[src/rtl/core/lci_pkg.sv]
package lci_pkg;

  localparam int CW     = 32;
  localparam int RADW   = 31;
  localparam int DFW    = 33;
  localparam int QW     = 68;
  localparam int SQ_IN  = 132;
  localparam int NUMW   = 102;
  localparam int DENW   = 67;
  localparam int QB     = 36;
  localparam int LAT    = 120;

  localparam logic [QB-1:0] QLIM   = 36'h4_0000_0000;
  localparam logic [CW-1:0] PT_MAX = 32'h7fff_ffff;
  localparam logic [CW-1:0] PT_MIN = 32'h8000_0000;

  typedef struct packed {
    logic [CW-1:0]  sx;
    logic [CW-1:0]  sy;
    logic [DFW-1:0] dx;
    logic [DFW-1:0] dy;
  } side_t;

endpackage

[src/rtl/core/lci_mul.sv]
module lci_mul #(
  parameter int WA = lci_pkg::DFW,
  parameter int WB = lci_pkg::DFW
) (
  input  logic                    clk,
  input  logic                    en,
  input  logic signed [WA-1:0]    a,
  input  logic signed [WB-1:0]    b,
  output logic signed [WA+WB-1:0] p
);

  localparam int LA = WA / 2;
  localparam int HA = WA - LA;
  localparam int LB = WB / 2;
  localparam int HB = WB - LB;
  localparam int RW = WA + WB;

  logic [LA-1:0]           a_l;
  logic signed [HA-1:0]    a_h;
  logic [LB-1:0]           b_l;
  logic signed [HB-1:0]    b_h;

  logic [LA+LB-1:0]        pll_r, pll_nxt;
  logic signed [HA+HB-1:0] phh_r, phh_nxt;
  logic signed [HA+LB:0]   phl_r, phl_nxt;
  logic signed [LA+HB:0]   plh_r, plh_nxt;
  logic signed [RW-1:0]    xhl, xlh;
  logic signed [RW-1:0]    sa_r, sa_nxt, sb_r, sb_nxt;
  logic signed [RW-1:0]    p_r;

  assign a_l = a[LA-1:0];
  assign a_h = a[WA-1:LA];
  assign b_l = b[LB-1:0];
  assign b_h = b[WB-1:LB];

  // signed high limb, unsigned low limb
  always_comb begin
    pll_nxt = a_l * b_l;
    phh_nxt = a_h * b_h;
    phl_nxt = a_h * $signed({1'b0, b_l});
    plh_nxt = $signed({1'b0, a_l}) * b_h;
  end

  always_comb begin
    xhl    = {{(RW-HA-LB-1){phl_r[HA+LB]}}, phl_r};
    xlh    = {{(RW-LA-HB-1){plh_r[LA+HB]}}, plh_r};
    sa_nxt = {phh_r, pll_r};
    sb_nxt = (xhl <<< LA) + (xlh <<< LB);
  end

  always_ff @(posedge clk) begin
    if (en) begin
      pll_r <= pll_nxt;
      phh_r <= phh_nxt;
      phl_r <= phl_nxt;
      plh_r <= plh_nxt;
      sa_r  <= sa_nxt;
      sb_r  <= sb_nxt;
      p_r   <= sa_r + sb_r;
    end
  end

  assign p = p_r;

endmodule

[config.mk]
export PLATFORM = sky130hd
export DESIGN_NAME = lci_mul
export DESIGN_NICKNAME = d
export VERILOG_FILES = /design/src/rtl/core/lci_pkg.sv /design/src/rtl/core/lci_mul.sv
export SDC_FILE = /design/constraint.sdc
export NUM_CORES = 2
export LEC_CHECK = 0
export BUFFER_PORTS_ARGS = -buffer_cell sky130_fd_sc_hd__clkbuf_2
export CAP_MARGIN = 15
export CORE_ASPECT_RATIO = 1.4
export CORE_MARGIN = 4
export CORE_UTILIZATION = 45
export CTS_CLUSTER_DIAMETER = 60
export DETAILED_ROUTE_END_ITERATION = 10
export GPL_ROUTABILITY_DRIVEN = 1
export GPL_TIMING_DRIVEN = 1
export HOLD_SLACK_MARGIN = 0.15
export SYNTH_ARGS = -nofsm -noshare
export SYNTH_HDL_FRONTEND = slang
export SYNTH_SLANG_ARGS = --single-unit
[constraint.sdc]
create_clock -name clk -period 7.62 [get_ports clk]
set_clock_uncertainty 0.1 [all_clocks]
set_input_delay 0.762 -clock clk [delete_from_list [all_inputs] [get_ports clk]]
set_output_delay 0.762 -clock clk [all_outputs]
set_load 0.02 [all_outputs]
== Word level (Yosys, flattened, before mapping) ==
Cells that the tools add are included.
Storage, ports and cells
  register bits: 332
  input bits: 68
  output and inout bits: 66
  logic and storage cells: 13
Operators by class
  $add $sub $neg: 2
  $mul: 4
Operators by type and width (number)
  $mul 17x17->34: 3
  $add 66x66->66: 1
  $add 50x50->51: 1
  $mul 16x16->32: 1

== Longest topological paths before layout ==
  depth after elaboration: 1
  gate-level depth with buffers: 25
  gate-level depth less buffers: 24

== Least setup slack after synthesis ==
Ideal clock, no wire load.
  path type: input port to flip-flop
  from: input port a[32]
  to: register phh_r[33], data pin
  setup time: 260 ps
  arrival: 6441 ps
  required time: 7260 ps
  setup slack: 819 ps
  cell stages on the path: 22
  buffers on the path: 1
  cells stage by stage: clkbuf_1 -> nand2_1 -> inv_1 -> fa_1 -> fa_1 -> fa_1 -> fa_1 -> fa_1 -> inv_1 -> fa_1 -> inv_1 -> ha_1 -> a21o_1 -> a21o_1 -> a21o_1 -> a21o_1 -> a21oi_1 -> nand2_1 -> a21o_1 -> a31o_2 -> a21oi_1 -> xnor2_1
Between the ends
  word-level cells in the longest chain between the ends: 1
RTL lines
  start: declaration: RTL line lci_mul.sv:7  | input logic signed [WA-1:0] a,
  $mul 17x17->34: RTL line lci_mul.sv:39  | phh_nxt = a_h * b_h;
  net phh_nxt[33]: RTL line lci_mul.sv:24  | logic signed [HA+HB-1:0] phh_r, phh_nxt;
  end signal: assignment: RTL line lci_mul.sv:54  | phh_r <= phh_nxt;
  end: declaration: RTL line lci_mul.sv:24
The timed path passes the listed nets, and every way through them passes these cells.
A chain may end at the register's enable or synchronous reset.

== Worst setup path after layout ==
  from: input port a[6]
  to: register plh_r[33], data pin
Between the ends
  word-level cells in the longest chain between the ends: 1
RTL lines
  $mul 17x17->34: RTL line lci_mul.sv:41  | plh_nxt = $signed({1'b0, a_l}) * b_h;
  net plh_nxt[33]: RTL line lci_mul.sv:26  | logic signed [LA+HB:0] plh_r, plh_nxt;
  end signal: assignment: RTL line lci_mul.sv:56  | plh_r <= plh_nxt;
  end: declaration: RTL line lci_mul.sv:26
The timed path passes the listed nets, and every way through them passes these cells.

==> qor.yml <==
htreeDepth: 2
cp_common_cell: "fa_1"
r2r_start: "sa_r[16]"
dpl_cell_area_mm2: 0.0552
crit_chain: "clkbuf_2 -> buf_4 -> nand2_1 -> fa_1 -> inv_1 -> fa_1 -> fa_1 -> fa_1 -> fa_1 -> inv_1 -> fa_1 -> inv_1 -> ha_1 -> a21oi_1 -> o21bai_1 -> a221o_1 -> a31oi_1 -> o211ai_1 -> a31oi_1 -> a211oi_2 -> a21o_1 -> a21oi_1 -> xnor2_1"
synth_nets: 6785
critPathLaunch: "a[6]"
synth_warnings: 0
synth_top_flop_cell: "edfxtp_1"
path_clk_slew_ns: 0.06
crit_slowest_cell: "fa_1"
root_buffer: "clkbuf_16"
grt_max_degree: 153
area_growth_pct: 8.47
cts_tree: "yes"
vias: 35688
ys_ff_latch: 301
period_minus_slack_ns: 6.82
hold_buffers: 0
grt_usage_pct: 23.2
cts_resized: 0
cp_top_family: "adder cells"
max_freq_mhz: 147
clock_latency_ns: 0.60
netlist_area_mm2: 0.0521
hp-class: "register to register"
finalSetupViolations: 0
ys_seq_area_share_pct: 17.3
n_fill_cell: 10813
drc: 0
vias_per_cell: 5.17
io_pins: 134
slew_viol_final: 0
synthArstFlopShare_pct: 0
finalCritPeriodShare_pct: 89.5
start_util_pct: 45.4
grt_pass1_wl_um: 217000
final_common_cell: "inv_1"
drv_cap: 0
drt-total-wl_um: 134000
hold_viol_final: 0
gp_congestion: 0.878
multiInputGateArea_mm2: 0.0380
placementRows: 147
synthDistinctLibCells: 79
tightestPinTransition_ns: 0.901
holdWs_ns: 0.286
stdcell_area_mm2: 0.0565
critPathCaptureType: "register"
critPathMaxFanout: 27
setup_tns_ns: 0
first_global_vias: 40044
cp.buffers_inverters: 5
synth_edf_count: 301
arrival_ns: 7.03
hold_start: "pll_r[16]"
grt_antenna_before_repair: 18
first_pass_iters: 5
seq_area_mm2: 0.00904
die_area_mm2: 0.121
fin_nets: 6914
port_buffers: 133
clock-sinks: 301
relSlewSlack_pct: 39.1
slowest_delay_ns: 0.56
critPathLaunchType: "primary input"
drive_gt1_share_pct: 7.56
wire_per_inst_um: 19.4
core_mm2: 0.115
drt_iter0_markers: 1720
postSynthAreaPerCell_um2: 9.92
grt_overflow_total: 0
final_cell_mix: "inv_1, fa_1, nand2_1"
post-cts-setup-buffers: 0
dp_hpwl_um: 112000
antenna_left: 0
rsz0062_at_grt: "no"
cts_buffers: 38
worst-endpoint-required_ns: 7.83
die_w_um: 296
critPathKind: "primary input to register"
synth_cells: 5250
die_y_um: 411
status: "finished, final reports clean"
cts_max_path_buffers: 3
[synth_stat cells, types with 3 or more instances]
master / n / area (um2)
and2_1: 545 / 3410
inv_1: 1140 / 4280
a31oi_1: 24 / 150
o211a_1: 3 / 30.0
nand2b_1: 34 / 213
o21ai_0: 65 / 325
nand3_1: 30 / 150
ha_1: 487 / 6090
a211oi_2: 3 / 37.5
o221ai_1: 5 / 43.8
o21ai_2: 4 / 35.0
a21o_1: 82 / 616
edfxtp_1: 301 / 9040
a41o_1: 3 / 30.0
o31ai_2: 3 / 37.5
nor2b_1: 33 / 206
fa_1: 980 / 19600
nor3_1: 34 / 170
a31o_2: 7 / 61.3
xnor2_1: 146 / 1280
o31ai_1: 6 / 45.0
nand4_1: 8 / 50.1
a211o_1: 3 / 26.3
nand2_1: 595 / 2230
a21oi_1: 143 / 716
a221oi_1: 3 / 26.3
o21a_1: 27 / 203
nor2_1: 119 / 447
and3_1: 20 / 125
o211ai_1: 8 / 60.1
o21bai_1: 23 / 173
a221o_1: 3 / 30.0
clkbuf_1: 209 / 785
o21ai_1: 12 / 60.1
a211oi_1: 21 / 158
or2_2: 4 / 25.0
a21boi_0: 7 / 52.6
xor2_1: 52 / 455
or3_1: 5 / 31.3
[state kept, by name (all words and copies together) (netlist names)]
register and cells:
plh_r 34, phl_r 34, pll_r 32, phh_r 34, p 66, sa_r 66, sb_r 35
[final cells by class]
class | instances | share of cell area, %
well taps | 1490 | 3.30
multi-input cells | 3597 | 67.2
inverters | 1140 | 7.57
flip-flops and latches | 301 | 16.0
clock inverters | 27 | 0.509
repair buffers | 301 | 3.63
diodes | 11 | 0.0487
clock buffers | 41 | 1.74
[routing by layer]
layer / GRT usage [%] / vias to the layer above / part of all wire (%)
met3: 3.07 / 277 / 4.8
li1: - / 16363 / -
met5: 0 / - / 0.037
met1: 27.3 / 18207 / 38
met2: 42.3 / 833 / 52
met4: 9.81 / 8 / 4.8
[cell families after synthesis]
group	count (synthesis)	synth area share [%]
xor+xnor	198	3.33
fa+ha+maj	1467	49.4
simple gates	1438	13.7
flops	301	17.3
buf+inv	1352	9.75
compound gates	493	6.47
mux	1	0.0192
[worst reg2reg max path, delay by kind of cell (launching register included)]
family,cells,cell delay [ns]
and+or+nand+nor,1,0.13
AOI/OAI and AO/OA,8,2.33
DFF,1,0.33
xor gates and xnor gates,1,0.10
adders and majority gates,2,0.60
buffers and inverters,1,0.07
[worst paths after layout]
kind,endpoint,slack (ns),depth (start not counted)
max,plh_r[33],0.80,23
min,sa_r[16],0.29,0
min reg2reg,sa_r[16],0.29,0
max reg2reg,p[62],3.67,13
[through the flow]
stage / utilization (%) / instances / setup WS [ns]
after floorplan: - / 5250 / 0.819
final: 49.2 / 6908 / 0.797
after CTS: 49.2 / 6897 / 0.900
after detailed placement: 48.1 / 6829 / 0.291
after global placement: 48.1 / 6829 / 0.342
after global routing: 49.2 / 6898 / 0.525
Power is not shown: default switching activity piles up to over one toggle a cycle in this logic, so the estimate is an artifact.
