**config.mk**
```make
export PLATFORM = sky130hd
export DESIGN_NAME = lci_dly
export DESIGN_NICKNAME = d
export VERILOG_FILES = /design/src/rtl/core/lci_pkg.sv /design/src/rtl/core/lci_dly.sv
export SDC_FILE = /design/constraint.sdc
export NUM_CORES = 1
export LEC_CHECK = 0
export ABC_AREA = 1
export BUFFER_PORTS_ARGS = -buffer_cell sky130_fd_sc_hd__buf_4
export CAP_MARGIN = 10
export CORE_MARGIN = 1
export CORE_UTILIZATION = 42
export CTS_BUF_LIST = sky130_fd_sc_hd__clkbuf_16
export CTS_CLUSTER_SIZE = 8
export DETAILED_ROUTE_END_ITERATION = 6
export HOLD_SLACK_MARGIN = 0.06
export PLACE_DENSITY = 0.83
export SYNTH_ARGS = -nofsm -noshare
export SYNTH_HDL_FRONTEND = slang
export SYNTH_SLANG_ARGS = --single-unit
```
**constraint.sdc**
```tcl
create_clock -name clk -period 0.8 [get_ports clk]
set_input_delay 0.04 -clock clk [delete_from_list [all_inputs] [get_ports clk]]
set_output_delay 0.04 -clock clk [all_outputs]
set_load 0.05 [all_outputs]
```
**src/rtl/core/lci_pkg.sv**
```systemverilog
package lci_pkg;

  localparam int CW     = 32;
  localparam int RADW   = 31;
  localparam int DFW    = 33;
  localparam int QW     = 68;
  localparam int SQ_IN  = 132;
  localparam int NUMW   = 102;
  localparam int DENW   = 67;
  localparam int QB     = 36;
  localparam int LAT    = 120;

  localparam logic [QB-1:0] QLIM   = 36'h4_0000_0000;
  localparam logic [CW-1:0] PT_MAX = 32'h7fff_ffff;
  localparam logic [CW-1:0] PT_MIN = 32'h8000_0000;

  typedef struct packed {
    logic [CW-1:0]  sx;
    logic [CW-1:0]  sy;
    logic [DFW-1:0] dx;
    logic [DFW-1:0] dy;
  } side_t;

endpackage

```
**src/rtl/core/lci_dly.sv**
```systemverilog
module lci_dly #(
  parameter int W = lci_pkg::CW,
  parameter int N = 1
) (
  input  logic         clk,
  input  logic         en,
  input  logic [W-1:0] d,
  output logic [W-1:0] q
);

  logic [W-1:0] sr_r [N];

  always_ff @(posedge clk) begin
    if (en) begin
      sr_r[0] <= d;
      for (int i = 1; i < N; i++) begin
        sr_r[i] <= sr_r[i-1];
      end
    end
  end

  assign q = sr_r[N-1];

endmodule

```
==> key figures, run 1 <==
Synth
  • Synth area leader: edfxtp_1
  • Yosys reg bits: 32
  • Post-synthesis sequential area ratio: 100%
  • Main flop type after synthesis: edfxtp_1
  • Mean Syn Cell Area: 30.0 um2
  • Ys async rst share: 0%
  • Cell area after synthesis: 961 um2
  • Yosys warns: 0
  • Post-synthesis cell type count: 1
  • Synthesized Nets: 66
  • Area share of the largest cell type after synthesis: 100%
  • Syn Inst Count: 32
  • Synth area leaders: edfxtp_1
  • Commonest cells in the netlist: edfxtp_1
  • Post-synth EDFFs: 32
  • Count leader, synth: edfxtp_1

Clock network
  • Clock root cell: clkbuf_16
  • Resized Gates After CTS: 32
  • H-tree depth: 2
  • Post-CTS setup buffers: 0
  • CTS sink cnt: 32
  • Clock Path Buffers: 2
  • CTS buffer count: 5
  • Hold_buf cts: 32

Run status
  • Status: stopped before the end
  • Failing step: clock tree synthesis (4_1_cts)
  • Log Error: [ERROR DPL-0033] detailed placement checks failed during check placement.

Placement
  • Gp weighted congestion: 0.742
  • PortBufs: 65

Floorplanning
  • Die extent in y: 49.8 um
  • Cell row count: 16
  • I/O Pins: 66
  • Initial Utilization: 46.6%
  • Die X: 49.8 um
==> kinds of logic after synthesis <==
kind of cell  Yosys count  share of synthesized area, %
flops                  32                           100
==> metrics by stage <==
stage                     hold WS (ns)  instance area [um2]  setup slack (ns)  instances  util (%)
after global placement           0.218                 1480            0.0793        124      71.9
after floorplan                  0.139                  961             0.159         32         -
after detailed placement         0.219                 1480            0.0684        124      71.9
==> run 2, diff against run 1 <==
==> config.mk (replaced) <==
export PLATFORM = sky130hd
export DESIGN_NAME = lci_dly
export DESIGN_NICKNAME = d
export VERILOG_FILES = /design/src/rtl/core/lci_pkg.sv /design/src/rtl/core/lci_dly.sv
export SDC_FILE = /design/constraint.sdc
export NUM_CORES = 1
export LEC_CHECK = 0
export ABC_AREA = 1
export BUFFER_PORTS_ARGS = -buffer_cell sky130_fd_sc_hd__buf_4
export CAP_MARGIN = 10
export CORE_AREA = 2 2 63 65
export DETAILED_ROUTE_END_ITERATION = 6
export DIE_AREA = 0 0 65 67
export PLACE_DENSITY_LB_ADDON = 0.15
export SYNTH_ARGS = -nofsm -noshare
export SYNTH_HDL_FRONTEND = slang
export SYNTH_SLANG_ARGS = --single-unit
==> run 2 against run 1 <==
The flow now finishes, with violations (setup timing). Area after synthesis is the same. Synthesized cell count is the same.
==> key figures, run 2 <==
Run status
  • Failing checks: setup timing
  • Status: finished, violations left

Synth
  • Cell area after synthesis: 961 um2 (unchanged)
  • Synth area leader: edfxtp_1
  • Post-synthesis cell type count: 1 (unchanged)
  • Post-synthesis sequential area ratio: 100% (unchanged)
  • Synthesized Nets: 66 (unchanged)
  • Main flop type after synthesis: edfxtp_1
  • Yosys warns: 0 (unchanged)
  • Ys async rst share: 0% (unchanged)
  • Mean Syn Cell Area: 30.0 um2 (unchanged)
  • Count leader, synth: edfxtp_1
  • Synth area leaders: edfxtp_1
  • Commonest cells in the netlist: edfxtp_1
  • Post-synth EDFFs: 32 (unchanged)
  • Syn Inst Count: 32 (unchanged)
  • Area share of the largest cell type after synthesis: 100% (unchanged)
  • Yosys reg bits: 32 (unchanged)

Worst hold path
  • Hold-critical path depth: 2
  • Hold endpoint: sr_r[0][13]$_DFFE_PP_
  • Hold WC Path Type: in2reg
  • Min-delay src: en

Power
  • Sw Ratio: 27.2%
  • NetSw: 1140 uW
  • Pwr Total: 4190 uW
  • P per Cell Area: 2040 nW/um2
  • Peak supply drop: 1.35 mV
  • Share of power burned in the clock network: 26.5%
  • Leak Pwr: 0.000853 uW
  • Combinational power share: 24.5%
  • Flop pwr share: 49.0%
  • Internal power: 3050 uW

STA
  • PnR worst setup slack: -0.0722 ns
  • Fmax: 1150 MHz
  • Period minus WS final: 0.872 ns
  • Fin. Hold Viols: 0
  • Worst-Margin Slew: 0.130 ns
  • RSZ-0062 raised after global routing: true
  • Max-slew violations: 0
  • Hold WS: 0.164 ns
  • Period utilization: 109%
  • Setup-failing EPs final: 32
  • Max-slew headroom: 91.3%

Finish
  • Multi-Input Combinational: 0
  • Area of the multi-input gates: 0 um2
  • Fill count: 291
  • Nets: 172
  • Most frequent cells in the layout: buf_4, dlygate4sd3_1, buf_6, edfxtp_1, clkbuf_8
  • Largest register by flop count: sr_r
  • Area growth, synth to finish: 114%
  • Register area: 961 um2
  • Largest registers: sr_r x32
  • Non-filler cells, final: 187
  • N_diodes: 0
  • Commonest non-fill, non-tap cell in the layout: buf_4
  • Layout cells sized above 1: 51.8%
  • Max FFs per register: 32

Global route
  • Vias in the first global route: 743
  • Grt ovf: 0
  • Largest net degree at the start of global routing: 23
  • Initial antenna violation count: 0
  • First-pass GRT wire length: 3220 um
  • Total track usage: 10.3%

Worst setup path
  • Crit Path Max Fanout: 1
  • CP endpoint kind: output port
  • Critical path startpoint category: register
  • Critical path buffers and inverters: 1
  • Setup Crit Path Kind: reg2out
  • Worst path arrival time: 0.83 ns
  • Max incr delay on CP: 0.39 ns
  • CP max stage cell: edfxtp_1
  • Required @ worst endpoint: 0.76 ns
  • Worst path top cell family by delay: flip-flops
  • CP Cell Sequence: buf_6

Floorplanning
  • Initial Utilization: 26.6% (-20 points)
  • Cell row count: 22 (+6)
  • I/O Pins: 66 (unchanged)
  • Die X: 65 um (+30%)
  • Core box area: 3610 um2
  • Die extent in y: 67 um (+34%)
  • Die area: 4360 um2

Clock network
  • Post-CTS setup buffers: 0 (unchanged)
  • Clock-pin slew on the worst setup and hold paths: 0.06 ns
  • H-tree depth: 2 (unchanged)
  • Clock root cell: clkbuf_8
  • Clock Path Buffers: 2 (unchanged)
  • CTS sink cnt: 32 (unchanged)
  • CTS buffer count: 5 (unchanged)
  • CTS tree: yes

Job
  • Max-Cap Viols: 0

Drt
  • Via count: 703
  • Total Wirelength: 2040 um
  • Iter 0 DRT Violations: 26
  • Post-DRT Antenna Nets: 0
  • Drt drc: 0
  • Vias per cell: 3.76
  • Drt pass-1 iters: 4
  • Routed WL per cell: 10.9 um

Placement
  • PortBufs: 65 (unchanged)
  • Placed Cells: 147 (+19%)
  • Gp weighted congestion: 0.605 (-18%)
-- run 2: cell counts after synthesis --
No cell type changed its count.
-- run 2: cell type report --
cell class,count,share of cell area [%]
Clock buffer,7,3.71
Clock inverter,1,0.182
Sequential cell,32,46.7
Tap cell,48,2.92
Timing Repair Buffer,99,46.5
-- run 2: what timing repair did --
item	in CTS	in global routing
gates resized for setup	32	0
hold buffers	32	0
endpoints found under the setup margin	32	32
endpoints found under the hold margin	32	0
-- run 2: per-stage QoR --
step,worst slack [ns],TNS [ns],cell area [um2],utilization (%)
floorplan,0.159,0,961,-
global placement,0.180,0,1540,42.6
detailed placement,0.173,0,1540,42.6
CTS,-0.0937,-2.29,2060,57.0
global route,-0.128,-3.03,2060,57.0
finish,-0.0722,-1.73,2060,57.0
-- run 2: worst max path at each step --
stage / slack (ns) / start / end / cells past startpoint
after floorplan: 0.16 / sr_r[0][0]$_DFFE_PP_ / q[0] / 0
after global placement: 0.18 / en / sr_r[0][12]$_DFFE_PP_ / 2
after detailed placement: 0.17 / en / sr_r[0][12]$_DFFE_PP_ / 2
after CTS: -0.09 / sr_r[0][2]$_DFFE_PP_ / q[2] / 1
after global routing: -0.13 / sr_r[0][25]$_DFFE_PP_ / q[25] / 1
final: -0.07 / sr_r[0][2]$_DFFE_PP_ / q[2] / 1
-- run 2: cells by family (layout without fill, tap and decap cells) --
group / after synthesis / in the layout / share of synthesized area [%]
buffers and inverters: 0 / 107 / 0
flip-flops: 32 / 32 / 100
-- run 2: metal layers --
layer | part of all wire [%] | up-vias | track usage [%]
met2 | 54 | 45 | 18.3
li1 | - | 339 | -
met1 | 34 | 316 | 9.66
met3 | 11 | 3 | 6.25
met4 | 0.69 | 0 | 3.99
met5 | 0 | - | 0
-- run 2: power by group through the flow --
stage	clock network (uW)	logic (uW)	registers, uW
finish	1110	1030	2050
global route	1250	1070	2060
CTS	1170	1030	2050
detailed placement	0	829	2060
global placement	0	826	2060
floorplan	0	0	2530
Note: power is estimated with default switching activity, not from simulation.
==> run 3, diff against run 2 <==
--- a/config.mk
+++ b/config.mk
@@ -12,6 +12,7 @@
 export DETAILED_ROUTE_END_ITERATION = 6
 export DIE_AREA = 0 0 65 67
 export PLACE_DENSITY_LB_ADDON = 0.15
+export SETUP_SLACK_MARGIN = 0.4
 export SYNTH_ARGS = -nofsm -noshare
 export SYNTH_HDL_FRONTEND = slang
 export SYNTH_SLANG_ARGS = --single-unit
==> run 3 against run 2 <==
Non-clock buffer count is 32 lower. Sequential power hardly changed. The flow finishes with violations (hold timing, setup timing). Sequential share of layout area is 8.6 points higher. Highest routed layer unchanged.
==> key figures, run 3 (synthesis gave the netlist of run 2 again) <==
Run status
  • Status: finished, violations left
  • Failing checks: hold timing, setup timing

Worst hold path
  • Min-delay src: d[10]
  • Hold WC Path Type: in2reg

Finish
  • Nets: 140 (-19%)
  • Area growth, synth to finish: 80.7%
  • Post-route design area: 1740 um2 (-16%)
  • Commonest non-fill, non-tap cell in the layout: buf_4
  • Layout cells sized above 1: 67.3% (+15 points)
  • Multi-Input Combinational: 0 (unchanged)
  • Fill count: 331 (+14%)
  • Register area: 961 um2 (unchanged)
  • Largest register by flop count: sr_r
  • Largest registers: sr_r x32
  • N_diodes: 0 (unchanged)
  • Max FFs per register: 32 (unchanged)
  • Most frequent cells in the layout: buf_4, buf_6, edfxtp_1
  • Area of the multi-input gates: 0 um2 (unchanged)

Floorplanning
  • Cell row count: 22 (unchanged)
  • Die X: 65 um (unchanged)
  • Die area: 4360 um2 (unchanged)
  • Core box area: 3610 um2 (unchanged)
  • Die extent in y: 67 um (unchanged)
  • I/O Pins: 66 (unchanged)
  • Initial Utilization: 26.6% (unchanged)

Drt
  • Via count: 578 (-18%)
  • Routed WL per cell: 11.3 um (+3.9%)
  • Iter 0 DRT Violations: 13 (-50%)
  • Drt pass-1 iters: 3 (-1)
  • Total Wirelength: 1750 um (-14%)
  • Vias per cell: 3.73 (-0.81%)
  • DR top layer: met4
  • Met2 Wirelength: 896 um (-18%)
  • Post-DRT Antenna Nets: 0 (unchanged)
  • M1 wire length: 593 um (-15%)
  • Routed wl met3: 249 um (+6.9%)
  • Drt drc: 0 (unchanged)

Clock network
  • H-tree depth: 2 (unchanged)
  • CTS buffer count: 5 (unchanged)
  • CTS tree: yes
  • Clock root cell: clkbuf_8
  • Clock Path Buffers: 2 (unchanged)
  • Clock-pin slew on the worst setup and hold paths: 0.06 ns (about the same)
  • CTS sink cnt: 32 (unchanged)
  • Post-CTS setup buffers: 0 (unchanged)

Global route
  • Largest net degree at the start of global routing: 23 (unchanged)
  • First-pass GRT wire length: 2670 um (-17%)
  • Initial antenna violation count: 0 (unchanged)
  • Grt ovf: 0 (unchanged)
  • Vias in the first global route: 596 (-20%)
  • Total track usage: 8.84% (-1.5 points)

Power
  • NetSw: 1120 uW (-2.1%)
  • Peak supply drop: 1.38 mV (+1.7%)
  • P per Cell Area: 2340 nW/um2 (+15%)
  • Flop pwr share: 50.5% (+1.5 points)
  • Share of power burned in the clock network: 27.4% (+0.9 points)
  • Leak Pwr: 0.000719 uW (-16%)
  • Combinational power share: 22.1% (-2.4 points)
  • Internal power: 2950 uW (-3.3%)
  • Sw Ratio: 27.5% (+0.25 points)

Worst setup path
  • Max incr delay on CP: 0.39 ns (about the same)
  • CP endpoint kind: output port
  • Worst setup path endpoint: q[2]
  • Critical path buffers and inverters: 1 (unchanged)
  • Setup Crit Path Kind: reg2out
  • Worst path top cell family by delay: flip-flops
  • Critical path startpoint category: register
  • Crit Path Max Fanout: 1 (unchanged)
  • CP max stage cell: edfxtp_1
  • Critical Path Stages: 1 (unchanged)
  • Worst path arrival time: 0.84 ns (about the same)
  • Crit path launch: sr_r[0][2]$_DFFE_PP_
  • CP Cell Sequence: buf_6
  • Required @ worst endpoint: 0.76 ns (about the same)

Placement
  • PortBufs: 65 (unchanged)
  • Gp weighted congestion: 0.605 (unchanged)
  • Placed inst area: 1540 um2 (unchanged)

STA
  • Fin. Hold Viols: 32 (+32)
  • Period minus WS final: 0.876 ns (+0.00338 ns)
  • TNS Setup: -1.76 ns (-0.0256 ns)
  • Setup-failing EPs final: 32 (unchanged)
  • RSZ-0062 raised after global routing: true
  • Worst-Margin Slew: 0.132 ns (+0.00144 ns)
  • Max-slew headroom: 91.2% (-0.096 points)
  • PnR worst setup slack: -0.0756 ns (-0.00338 ns)
  • Fmax: 1140 MHz (-0.39%)
  • Max-slew violations: 0 (unchanged)
  • Period utilization: 109% (+0.42 points)
  • Hold WS: -0.0603 ns (-0.224 ns)

Job
  • Max-Cap Viols: 0 (unchanged)
-- run 3: cell type report --
class                   count  area share [%]
clock buffers               7            4.39
clock inverters             1           0.216
flip-flops and latches     32            55.3
well taps                  48            3.46
repair buffers             67            36.6
-- run 3: worst min-delay path by stage --
stage,endpoint,slack [ns],depth (start not counted)
CTS,sr_r[0][10]$_DFFE_PP_,-0.07,1
finish,sr_r[0][10]$_DFFE_PP_,-0.06,1
floorplan,sr_r[0][0]$_DFFE_PP_,0.14,0
detailed placement,sr_r[0][7]$_DFFE_PP_,0.22,1
global placement,sr_r[0][31]$_DFFE_PP_,0.22,1
global route,sr_r[0][21]$_DFFE_PP_,-0.08,1
-- run 3: timing repair --
| action | in CTS | in global routing |
|---|---|---|
| endpoints found under the hold margin | 32 | 32 |
| gates resized for setup | 32 | 0 |
| cloned | 0 | 0 |
| setup endpoints to repair | 32 | 32 |
-- run 3: power groups by stage --
| stage | combinational [uW] | clock, uW | sequential (uW) |
|---|---|---|---|
| after global placement | 826 | 0 | 2060 |
| final | 898 | 1110 | 2050 |
| after floorplan | 0 | 0 | 2530 |
| after detailed placement | 829 | 0 | 2060 |
| after CTS | 907 | 1170 | 2050 |
| after global routing | 931 | 1250 | 2060 |
-- run 3: layer usage --
metal	up-vias	track usage (%)
li1	275	-
met1	259	8.69
met2	41	13.9
met3	3	6.59
met4	0	3.99
met5	-	0
-- run 3: metrics by stage --
stage | utilization (%) | total power [uW] | hold slack, ns | setup slack (ns) | cells
floorplan | - | 2530 | 0.139 | 0.159 | 32
global placement | 42.6 | 2890 | 0.219 | 0.180 | 147
detailed placement | 42.6 | 2890 | 0.219 | 0.173 | 147
CTS | 48.2 | 4130 | -0.0717 | -0.0937 | 155
global route | 48.2 | 4240 | -0.0805 | -0.121 | 155
finish | 48.2 | 4060 | -0.0603 | -0.0756 | 155
